==> config.mk <==
export PLATFORM = sky130hd
export DESIGN_NAME = nss_dist_unit
export DESIGN_NICKNAME = d
export VERILOG_FILES = /design/src/nss_pkg.sv /design/src/nss_dist_unit.sv
export SDC_FILE = /design/constraint.sdc
export NUM_CORES = 1
export LEC_CHECK = 0
export ABC_AREA = 1
export BUFFER_PORTS_ARGS = -buffer_cell sky130_fd_sc_hd__buf_2
export CAP_MARGIN = 30
export CORE_MARGIN = 2
export CORE_UTILIZATION = 45
export CTS_CLUSTER_DIAMETER = 120
export CTS_CLUSTER_SIZE = 16
export DETAILED_ROUTE_END_ITERATION = 10
export MAX_ROUTING_LAYER = met4
export PLACE_DENSITY = 0.64
export SETUP_SLACK_MARGIN = 0.05
export SYNTH_ARGS = -nofsm -noshare
export SYNTH_HDL_FRONTEND = slang
export SYNTH_SLANG_ARGS = --single-unit
==> constraint.sdc <==
create_clock -name i_clk -period 15.1 [get_ports i_clk]
set_input_delay 3.02 -clock i_clk [delete_from_list [all_inputs] [get_ports i_clk]]
set_output_delay 3.02 -clock i_clk [all_outputs]
set_load 0.01 [all_outputs]
==> src/nss_pkg.sv <==
// shared types and constants of the nearest site search unit
package nss_pkg;

    localparam int COORD_W    = 16;
    localparam int SQ_W       = 32;
    localparam int DIST_W     = 33;
    localparam int APB_DATA_W = 64;
    localparam int APB_ADDR_W = 4;

    localparam logic [DIST_W-1:0] RADIUS_RESET = 33'd100000000;

    localparam logic REG_MAX_DISTANCE_SQ = 1'b0;

    localparam logic [1:0] CMD_ADD   = 2'd0;
    localparam logic [1:0] CMD_CLEAR = 2'd1;
    localparam logic [1:0] CMD_QUERY = 2'd2;

    localparam logic [1:0] ST_OK   = 2'd0;
    localparam logic [1:0] ST_TIE  = 2'd1;
    localparam logic [1:0] ST_NONE = 2'd2;
    localparam logic [1:0] ST_FULL = 2'd3;

    typedef struct packed {
        logic [1:0]                command;
        logic signed [COORD_W-1:0] coord_x;
        logic signed [COORD_W-1:0] coord_y;
        logic [7:0]                exclude_first;
        logic                      exclude_first_on;
        logic [7:0]                exclude_second;
        logic                      exclude_second_on;
    } t_nss_in;

    typedef struct packed {
        logic [1:0] status;
        logic [7:0] site_index;
        logic [8:0] site_count;
    } t_nss_out;

    typedef struct packed {
        logic signed [COORD_W-1:0] x;
        logic signed [COORD_W-1:0] y;
    } t_site;

endpackage

==> src/nss_dist_unit.sv <==
// pipelined squared distance unit shared by every site of a scan
module nss_dist_unit #(
    parameter int IDX_W = 8
) (
    input  logic                               i_clk,
    input  logic                               i_rst_n,
    input  logic                               i_valid,
    input  logic [IDX_W-1:0]                   i_index,
    input  nss_pkg::t_site                     i_site,
    input  logic signed [nss_pkg::COORD_W-1:0] i_qx,
    input  logic signed [nss_pkg::COORD_W-1:0] i_qy,
    output logic                               o_valid,
    output logic [IDX_W-1:0]                   o_index,
    output logic [nss_pkg::DIST_W-1:0]         o_dist
);
    import nss_pkg::*;

    logic signed [COORD_W:0] dx;
    logic signed [COORD_W:0] dy;
    logic [COORD_W:0]        ndx;
    logic [COORD_W:0]        ndy;

    logic [2:0]         r_valid;
    logic [IDX_W-1:0]   r_idx0;
    logic [IDX_W-1:0]   r_idx1;
    logic [IDX_W-1:0]   r_idx2;
    logic [COORD_W-1:0] r_ax;
    logic [COORD_W-1:0] r_ay;
    logic [SQ_W-1:0]    r_sx;
    logic [SQ_W-1:0]    r_sy;
    logic [DIST_W-1:0]  r_dist;

    always_comb begin
        dx  = (COORD_W+1)'(i_site.x) - (COORD_W+1)'(i_qx);
        dy  = (COORD_W+1)'(i_site.y) - (COORD_W+1)'(i_qy);
        ndx = dx[COORD_W] ? (COORD_W+1)'(-dx) : dx;
        ndy = dy[COORD_W] ? (COORD_W+1)'(-dy) : dy;
    end

    always_ff @(posedge i_clk) begin
        if (!i_rst_n) begin
            r_valid <= '0;
        end else begin
            r_valid <= {r_valid[1:0], i_valid};
        end
        // magnitudes
        r_ax   <= ndx[COORD_W-1:0];
        r_ay   <= ndy[COORD_W-1:0];
        r_idx0 <= i_index;
        // squares
        r_sx   <= SQ_W'(r_ax) * SQ_W'(r_ax);
        r_sy   <= SQ_W'(r_ay) * SQ_W'(r_ay);
        r_idx1 <= r_idx0;
        // sum
        r_dist <= DIST_W'(r_sx) + DIST_W'(r_sy);
        r_idx2 <= r_idx1;
    end

    assign o_valid = r_valid[2];
    assign o_index = r_idx2;
    assign o_dist  = r_dist;

endmodule

Yosys cells after proc, flatten, opt, wreduce, memory -nomap -nowiden --
Index checks and enable logic that the tools add are counted.
Operators by class: reductions and logical operators 0, div/mod/pow operators 0, bitwise operators 0, add/sub/neg operators 5, $lt $le $gt $ge 0, shift-type cells 0, muxes and demuxes 2, multipliers 2, equal/unequal tests 0
Operator list (number):
- $mul 16x16->32 | 2
- $sub 16x16->17 | 2
- $add 32x32->33 | 1
- $mux 16 | 2
- $neg 16->16 | 2
Word-level totals: register bits 156, RAM bits 0, ROM bits 0, word-level logic and storage cells 18, memories kept 0, latch bits 0

Depth between registers and ports, before layout --
Gate-level depths: netlist (run 1).
word-level depth 3, gate-level depth with buffers 27, mapped depth without buffers 25

Worst setup path after synthesis (run 1) --
Ideal clock, no wire load.
path kind reg-to-reg, from reg r_ax[8], to reg r_sx[27], data arrival time 5324 ps, stages on the path, launching flop included 23, setup slack 9664 ps, clock period less this slack 5436 ps, buffers on the path 2, cell sequence dfxtp_1 clkbuf_1 clkbuf_1 nand2_1 fa_1 inv_1 fa_1 inv_1 fa_1 fa_1 fa_1 fa_1 inv_1 ha_1 nand2_1 nor2_1 nand3_1 o21ai_0 nand2_1 nand2_1 nand3_1 nand3_1 nand2_1
Between the ends: longest elaborated chain between the ends 1
RTL lines:
- from (decl) | RTL line nss_dist_unit.sv:27 | logic [COORD_W-1:0] r_ax;
- from (signal assigned) | RTL line nss_dist_unit.sv:47 | r_ax <= ndx[COORD_W-1:0];
- $mul 16x16->32 | RTL line nss_dist_unit.sv:51 | r_sx <= SQ_W'(r_ax) * SQ_W'(r_ax);
- to (signal assigned) | RTL line nss_dist_unit.sv:51
- to (decl) | RTL line nss_dist_unit.sv:29 | logic [SQ_W-1:0] r_sx;
No other way between the ends. A chain may end at the register's enable or synchronous reset.

Worst setup path in the final report (run 1) --
Ends and elaborated chain as after synthesis.

==> key figures, run 1 <==
Critical path
  – CP arrival: 6430 ps
  – Most repeated library cell on the critical path: fa_1
  – CP startpoint kind: register
  – Max FO, Critical Path: 17
  – Setup Crit Path Kind: reg -> reg
  – CP max-delay cell: dfxtp_1
  – CP cell instances: nand2_1 > fa_1 > inv_1 > fa_1 > inv_1 > fa_1 > fa_1 > fa_1 > fa_1 > inv_1 > ha_1 > nand2_1 > nor2_1 > nand3_1 > o21ai_0 > nand2_1 > nand2_1 > nand3_1 > nand3_1 > nand2_1
  – Critical Path Max Stage Delay: 790 ps
  – Critical path capture point type: register
  – Critical path required time: 15480 ps
  – WP buf/inv: 3
  – CP top delay family: adder cells

Detailed routing
  – DRC viols: 0
  – Detailed Route WL: 54000 um
  – Vias: 18200
  – Antenna Nets Post-Route: 0
  – Met2 wire length: 25300 um
  – Uppermost routed layer: met4
  – Drt wl/cell: 14.5 um
  – DRT iter0 DRCs: 1025
  – DR vias/cell: 4.88
  – Metal-1 WL: 25400 um
  – Drt pass-1 iters: 6
  – DR WL met3: 2510 um

Timing
  – RSZ-0062 raised after global routing: false
  – Slew @ Worst Pin: 895 ps
  – Slew HR: 0.402
  – Final min period: 6050 ps
  – Final Hold Fails: 0
  – Setup TNS: 0 ps
  – Final setup violation count: 0
  – Fmax: 0.165 GHz
  – Pins Over Slew Limit: 0
  – Tcrit/Tclk final: 0.400
  – Clock Skew: 20.9 ps

GRT
  – Vias in the first global route: 18700
  – GRT overflow: 0
  – Antenna violations before repair: 1
  – First-pass GRT wire length: 92100 um
  – Largest net degree at the start of global routing: 19
  – Total global-route track usage: 0.223

Floorplanning
  – Chip Height: 229 um
  – Die Width: 229 um
  – Core footprint: 0.0500 mm2
  – Io pins: 117
  – Row cnt: 82
  – Die footprint: 0.0523 mm2
  – Initial Util: 0.455

Clock network
  – PostCTS Resize Cnt: 0
  – Clock Sinks: 154
  – # hold bufs at CTS: 0
  – H-tree levels: 4
  – Clk Latency, worst-skew pair: 480 ps
  – CTS Buf Count: 17
  – Clock tree buffer depth: 2
  – CTS tree: built
  – CTS clk-pin slew, worst paths: 80 ps
  – Root Driver: clkbuf_16
  – Post-CTS setup buffer count: 0

Worst hold path
  – Worst Hold Class: reg -> reg

Yosys
  – Mapped Nets: 3639
  – Synth Flop Type: dfxtp_1
  – Async S/R FF share, synth: 0
  – Post-Syn Area: 0.0227 mm2
  – Largest area contributor in the netlist: fa_1
  – Post-synth EDFFs: 0
  – Largest cells by area after synthesis: fa_1, ha_1, dfxtp_1
  – Synth top cells by count: inv_1, nand2_1, fa_1, ha_1, dfxtp_1
  – Synth unique cells: 42
  – Synth Instances: 2973
  – Sequential element share of the synthesized area: 0.136
  – Synthesis Warnings: 0
  – Area share of the largest cell type after synthesis: 0.287
  – Mapped Avg Cell Area: 7.64 um2
  – Synth Register Bits: 154
  – Most frequent cell after synthesis: inv_1

Outcome
  – Outcome: finished clean

Finish
  – Share of post-route cells with drive strength above 1: 0.0611
  – Area growth syn-to-layout: 7.83%
  – Post-Layout Inst Area: 0.0245 mm2
  – Post-Layout Cell Count: 3732
  – Antenna cell count: 0
  – Nets: 3713

Placed design
  – Gpl congestion: 0.987
  – # placed instances: 3700
  – Placed cell areas: 0.0239 mm2
  – Port Buffers: 116
  – Detail Placement HPWL: 46800 um

Flow run
  – Max-cap viol count: 0
-- routing by layer --
metal | global-route usage | up-vias
met5 | - | -
met4 | 0.0496 | 0
met3 | 0.0274 | 51
met2 | 0.359 | 431
met1 | 0.302 | 8707
li1 | - | 9023
-- area by class of cell --
| type | instances | area, um2 |
|---|---|---|
| Sequential cell | 154 | 3080 |
| Inverter | 784 | 2940 |
| Clock inverter | 15 | 180 |
| Timing Repair Buffer | 117 | 588 |
| Tap cell | 672 | 841 |
| Fill cell | 4944 | 25500 |
| Multi-Input combinational cell | 1973 | 16400 |
| Clock buffer | 17 | 425 |
-- per-stage QoR --
stage	util	worst slack (ps)	hold WS, ps
floorplan	-	9660	310
global placement	0.478	9140	311
detailed placement	0.478	9060	313
CTS	0.490	9050	328
finish	0.490	9050	326
global route	0.490	8640	333
-- registers in the layout, summed over array words and instances, names as in the netlist --
register and count:
r_valid 3, o_dist 33, r_ax 16, r_idx1 8, r_sy 31, r_ay 16
r_idx0 8, o_index 8, r_sx 31
-- placed cells by master (no fill, tap or decap), drive strengths merged, types with 9 or more instances in the layout --
cell type / count
a21o: 12
a21oi: 136
buf: 117
clkbuf: 17
dfxtp: 154
fa: 326
ha: 265
inv: 792
nand2: 695
nand3: 104
nand4: 23
nor2: 147
nor3: 20
o21ai: 73
o21bai: 9
xnor2: 38
xor2: 81
-- worst paths after layout --
kind | startpoint | to | slack, ps | depth (start not counted)
max | r_ax[8]$_DFF_P_ | r_sx[27]$_DFF_P_ | 9050 | 20
min | r_idx1[1]$_DFF_P_ | o_index[1]$_DFF_P_ | 330 | 0
max reg2reg | r_ax[8]$_DFF_P_ | r_sx[27]$_DFF_P_ | 9050 | 20
min reg2reg | r_idx1[1]$_DFF_P_ | o_index[1]$_DFF_P_ | 330 | 0
-- kinds of logic after synthesis --
group / share of synthesized area
AND/OR/NAND/NOR: 0.182
AO/OA/AOI/OAI: 0.0625
flip-flops: 0.136
adder cells (fa/ha/maj): 0.433
buffers and inverters: 0.141
XOR/XNOR: 0.0459
Power of run 1 is not shown: default switching activity piles up to over one toggle a cycle in this logic, so the estimate is an artifact.
==> inputs of run 2 (changes only) <==
clock period = 5.7 ns   (was 15.1 ns; I/O delays follow)
==> run 2 against run 1 <==
Maximum frequency increased by 12%. Final area rose by 1.8%. Highest routed layer unchanged. Setup slack lost 8700 ps. Clock skew down 3.1 ps.
==> key figures, run 2 (synthesis gave the netlist of run 1 again) <==
GRT
  – Antenna violations before repair: 0 (-1)
  – Vias in the first global route: 18600 (-0.23%)
  – Total global-route track usage: 0.211 (-0.0121)
  – GRT overflow: 0 (unchanged)
  – Largest net degree at the start of global routing: 18 (-1)
  – First-pass GRT wire length: 87800 um (-4.7%)

Timing
  – Pins Over Slew Limit: 0 (unchanged)
  – Final min period: 5380 ps (-669 ps)
  – RSZ-0062 raised after global routing: false
  – Setup ws final: 323 ps (-8730 ps)
  – Tcrit/Tclk final: 0.943 (+0.543)
  – Slew HR: 0.596 (+0.194)
  – Fmax: 0.186 GHz (+12%)
  – Final setup violation count: 0 (unchanged)
  – Slew @ Worst Pin: 600 ps (-295 ps)
  – Final Hold Fails: 0 (unchanged)
  – Clock Skew: 17.9 ps (-3.06 ps)

Clock network
  – H-tree levels: 4 (unchanged)
  – Root Driver: clkbuf_16
  – CTS Buf Count: 17 (unchanged)
  – Clock Sinks: 154 (unchanged)
  – CTS clk-pin slew, worst paths: 70 ps (about the same)
  – Clock tree buffer depth: 2 (unchanged)
  – CTS tree: built
  – Clk Latency, worst-skew pair: 480 ps (about the same)

Placed design
  – Setup WS pre-CTS: -50.1 ps (-9110 ps)
  – Detail Placement HPWL: 44900 um (-4.0%)
  – Placed cell areas: 0.0242 mm2 (+1.2%)
  – # placed instances: 3739 (+1.1%)
  – Port Buffers: 116 (unchanged)
  – Gpl congestion: 0.950 (-3.8%)

Critical path
  – R2R Setup Slk: 320 ps (-8730 ps)
  – Max FO, Critical Path: 8 (-9)
  – Critical path capture point type: register
  – Worst reg-to-reg path cell count: 19 (-5.0%)
  – R2r startpoint: r_ay[5]$_DFF_P_
  – CP startpoint kind: register
  – Critical path required time: 6090 ps (-9390 ps)
  – Setup Crit Path Kind: reg -> reg
  – CP arrival: 5760 ps (-670 ps)
  – RR Endpoint: r_sy[25]$_DFF_P_

Finish
  – Area growth syn-to-layout: 9.76%
  – Post-Layout Inst Area: 0.0249 mm2 (+1.8%)
  – Post-Layout Cell Count: 3772 (+1.1%)
  – Number of flip-flops in the largest register: 33 (unchanged)
  – Most common cell after layout, fill and taps aside: inv_1
  – Final Util: 0.499 (+0.00879)
  – Share of post-route cells with drive strength above 1: 0.0852 (+0.0241)
  – Antenna cell count: 0 (unchanged)
  – Register area: 0.00315 mm2 (+2.3%)
  – Multi-input gate area in the final layout: 0.0165 mm2 (+0.24%)
  – Most frequent cells in the layout: inv_1, nand2_1, fa_1
  – Nets: 3753 (+1.1%)
  – # fillers: 4911 (-0.67%)

Detailed routing
  – Detailed Route WL: 51200 um (-5.1%)
  – DR vias/cell: 4.81 (-1.5%)
  – Antenna Nets Post-Route: 0 (unchanged)
  – Vias: 18100 (-0.41%)
  – DRC viols: 0 (unchanged)
  – Drt wl/cell: 13.6 um (-6.1%)
  – Drt pass-1 iters: 7 (+1)
  – DRT iter0 DRCs: 1114 (+8.7%)

Worst hold path
  – Hold endpoint: r_idx1[2]$_DFF_P_
  – Worst Hold Class: reg -> reg
  – Critical hold path startpoint: r_idx0[2]$_DFF_P_
  – Worst Hold Path Cells: 0 (unchanged)

Floorplanning
  – Row cnt: 82 (unchanged)
  – Die Width: 229 um (unchanged)
  – Chip Height: 229 um (unchanged)
  – Core footprint: 0.0500 mm2 (unchanged)
  – Initial Util: 0.455 (unchanged)
  – Io pins: 117 (unchanged)
  – Die footprint: 0.0523 mm2 (unchanged)

Flow run
  – Max-cap viol count: 0 (unchanged)

Outcome
  – Outcome: finished clean
==> run 2: changes by cell type in the layout (fill, tap and decap cells not counted), moves of 3 or more <==
cell	before	now
nor2_1	144	141
dfxtp_1	154	128
dfxtp_4	0	15
nor3_1	20	17
buf_6	0	3
buf_4	1	38
nor2_2	3	6
dfxtp_2	0	11
nor3_2	0	3
==> run 2: layout make-up <==
class	instances	area share
flip-flops and latches	154	0.126
repair buffers	157	0.0361
well taps	672	0.0337
multi-input cells	1973	0.661
clock inverters	15	0.00793
clock buffers	17	0.0171
inverters	784	0.118
==> run 2: through the flow <==
stage	TNS, ps	hold slack (ps)
6_report	0	328
5_1_grt	0	336
4_1_cts	0	329
3_5_place_dp	-50.1	312
3_3_place_gp	-33.6	311
2_1_floorplan	0	310
==> run 2: worst max-delay path by stage <==
stage	from	endpoint	slack, ps	cells past startpoint
detailed placement	r_ay[4]$_DFF_P_	r_sy[25]$_DFF_P_	-50	18
finish	r_ay[5]$_DFF_P_	r_sy[25]$_DFF_P_	320	19
global route	r_ay[10]$_DFF_P_	r_sy[25]$_DFF_P_	60	18
CTS	r_ay[2]$_DFF_P_	r_sy[25]$_DFF_P_	7	18
floorplan	r_ax[8]$_DFF_P_	r_sx[27]$_DFF_P_	260	22
global placement	r_ay[4]$_DFF_P_	r_sy[25]$_DFF_P_	-30	18
==> run 2: routing by layer <==
metal,up-vias,GRT usage,wire [um]
met5,-,-,0
met4,0,0.0584,921
met3,63,0.0327,2740
met2,435,0.340,24000
met1,8533,0.277,23500
li1,9106,-,-
==> run 2: critical path, cell delays in order (launching register included) <==
cell and delay [ps]:
dfxtp_2 450, buf_4 220, nand2_1 90, fa_1 530, fa_1 500, inv_1 50
fa_1 430, fa_1 510, fa_1 540, inv_1 50, fa_1 470, inv_1 40
ha_1 370, nand2_1 110, nor2_1 190, inv_1 110, nor3_2 200, nand3_1 110
nand3_1 120, xor2_1 200
==> run 2: repair_timing <==
item | 4_1_cts | 5_1_grt
pin swaps | 0 | 1
endpoints found under the setup margin | 5 | 32
hold buffers | 0 | 0
resized for setup | 6 | 51
setup buffers | 0 | 1
Power of run 2 is left out for the same reason.
==> inputs of run 3 (changes only) <==
CORE_UTILIZATION = 30   (was 45)
PLACE_DENSITY = 0.47   (was 0.64)
==> run 3 against run 2 <==
Count of clock-buffer cells in the layout increased by 1. Non-clock buffer count increased by 16. Final cell count increased by 8.3%. Register-to-register slack about the same. Critical path type unchanged. Setup slack improved by 2.3 ps. Largest cell class unchanged.
==> key figures, run 3 (synthesis gave the netlist of run 1 again) <==
GRT
  – Antenna violations before repair: 0 (unchanged)
  – Met2 usage: 0.235 (-0.104)
  – GRT overflow: 0 (unchanged)
  – Grt met1 use: 0.216 (-0.0606)
  – First-pass GRT wire length: 93500 um (+6.4%)
  – Total global-route track usage: 0.154 (-0.0570)
  – Vias in the first global route: 18400 (-1.6%)
  – Largest net degree at the start of global routing: 17 (-1)
  – Met3 Usage GRT: 0.0170 (-0.0157)
  – Busiest grt layer: met2

Floorplanning
  – Core footprint: 0.0747 mm2 (+49%)
  – Row cnt: 100 (+22%)
  – Die Width: 279 um (+22%)
  – Io pins: 117 (unchanged)
  – Die footprint: 0.0779 mm2 (+49%)
  – Initial Util: 0.304 (-0.150)
  – Chip Height: 279 um (+22%)

Critical path
  – Critical Path Max Stage Delay: 550 ps (about the same)
  – Crit. Startpoint: r_ax[8]$_DFF_P_
  – CP arrival: 5750 ps (about the same)
  – CP top delay family: adder cells
  – CP cell instances: buf_4 > nand2_1 > inv_1 > fa_1 > inv_1 > fa_1 > inv_1 > fa_1 > fa_1 > fa_1 > inv_1 > fa_1 > inv_1 > ha_2 > nand2_1 > inv_1 > a21oi_1 > o21ai_0 > nand2_1 > nand3_1 > nand2_1 > nand2_1
  – CP startpoint kind: register
  – Critical path required time: 6070 ps (-20 ps)
  – R2r startpoint: r_ax[8]$_DFF_P_
  – WP buf/inv: 7 (+2)
  – Critical path capture point type: register
  – Max FO, Critical Path: 10 (+2)
  – CP max-delay cell: fa_1
  – Setup Crit Path Kind: reg -> reg

Timing
  – Fmax: 0.186 GHz (about the same)
  – Setup TNS: 0 ps (unchanged)
  – Slew HR: 0.580 (-0.0155)
  – Pins Over Slew Limit: 0 (unchanged)
  – Final setup violation count: 0 (unchanged)
  – Tcrit/Tclk final: 0.943 (about the same)
  – Slew @ Worst Pin: 623 ps (+23.0 ps)
  – Final Hold Fails: 0 (unchanged)
  – Setup ws final: 325 ps (+2.34 ps)
  – Clock Skew: 12.7 ps (-5.16 ps)
  – Final min period: 5380 ps (-2.34 ps)
  – RSZ-0062 raised after global routing: false

Worst hold path
  – Critical hold path startpoint: r_idx1[2]$_DFF_P_
  – Worst Hold Class: reg -> reg

Clock network
  – # hold bufs at CTS: 0 (unchanged)
  – CTS Buf Count: 17 (unchanged)
  – Clock tree buffer depth: 2 (unchanged)
  – Clk Latency, worst-skew pair: 480 ps (about the same)
  – Root Driver: clkbuf_16
  – H-tree levels: 4 (unchanged)
  – Clock Sinks: 154 (unchanged)
  – CTS tree: built
  – CTS clk-pin slew, worst paths: 80 ps (about the same)

Detailed routing
  – DRC viols: 0 (unchanged)
  – DRT iter0 DRCs: 956 (-14%)
  – Drt wl/cell: 13.5 um (-0.32%)
  – Detailed Route WL: 55300 um (+8.0%)
  – Drt pass-1 iters: 6 (-1)
  – DR vias/cell: 4.36 (-9.3%)
  – Antenna Nets Post-Route: 0 (unchanged)
  – Vias: 17800 (-1.8%)

Finish
  – Antenna cell count: 0 (unchanged)
  – Share of post-route cells with drive strength above 1: 0.0908 (+0.00566)
  – Register area: 0.00312 mm2 (-1.2%)
  – Most frequent cells in the layout: inv_1, nand2_1, fa_1
  – Nets: 3769 (+0.43%)
  – Most common cell after layout, fill and taps aside: inv_1
  – Area growth syn-to-layout: 11.6%
  – Number of flip-flops in the largest register: 33 (unchanged)
  – Post-Layout Inst Area: 0.0253 mm2 (+1.7%)
  – # fillers: 7955 (+62%)
  – Multi-input gate area in the final layout: 0.0165 mm2 (+0.17%)

Placed design
  – Port Buffers: 116 (unchanged)
  – Gpl congestion: 0.895 (-5.8%)
  – Detail Placement HPWL: 48900 um (+8.9%)
  – Setup WS pre-CTS: 0.502 ps (+50.6 ps)
  – Placed cell areas: 0.0246 mm2 (+1.9%)

Flow run
  – Max-cap viol count: 0 (unchanged)

Outcome
  – Outcome: finished clean
==> run 3: worst paths after layout <==
| check | slack (ps) | cells past startpoint | endpoint |
|---|---|---|---|
| max | 320 | 22 | r_sx[29]$_DFF_P_ |
| min | 320 | 0 | o_index[2]$_DFF_P_ |
| max reg2reg | 320 | 22 | r_sx[29]$_DFF_P_ |
| min reg2reg | 320 | 0 | o_index[2]$_DFF_P_ |
==> run 3: metrics by stage <==
| stage | hold slack (ps) | utilization | std cells |
|---|---|---|---|
| 2_1_floorplan | 310 | - | 2973 |
| 3_3_place_gp | 310 | 0.330 | 4049 |
| 3_5_place_dp | 312 | 0.330 | 4049 |
| 4_1_cts | 323 | 0.337 | 4081 |
| 5_1_grt | 329 | 0.339 | 4085 |
| 6_report | 323 | 0.339 | 4085 |
==> run 3: layer usage <==
| layer | share of wire | wire length (um) |
|---|---|---|
| met1 | 0.51 | 28200 |
| met2 | 0.44 | 24300 |
| met5 | 0 | 0 |
| met4 | 0.014 | 781 |
| met3 | 0.037 | 2070 |
==> run 3: repair_timing <==
action                     4_1_cts  5_1_grt
resized for setup                1       47
pin swaps                        0        3
setup endpoints to repair        4       32
buffers inserted                 0        4
==> run 3: layout make-up <==
type / instances / area share
clock inverter: 14 / 0.00508
inverter: 784 / 0.116
multi-input combinational: 1973 / 0.651
tap: 969 / 0.0478
sequential: 154 / 0.123
clock buffer: 18 / 0.0169
timing repair buffer: 173 / 0.0402
Power of run 3 is left out for the same reason.
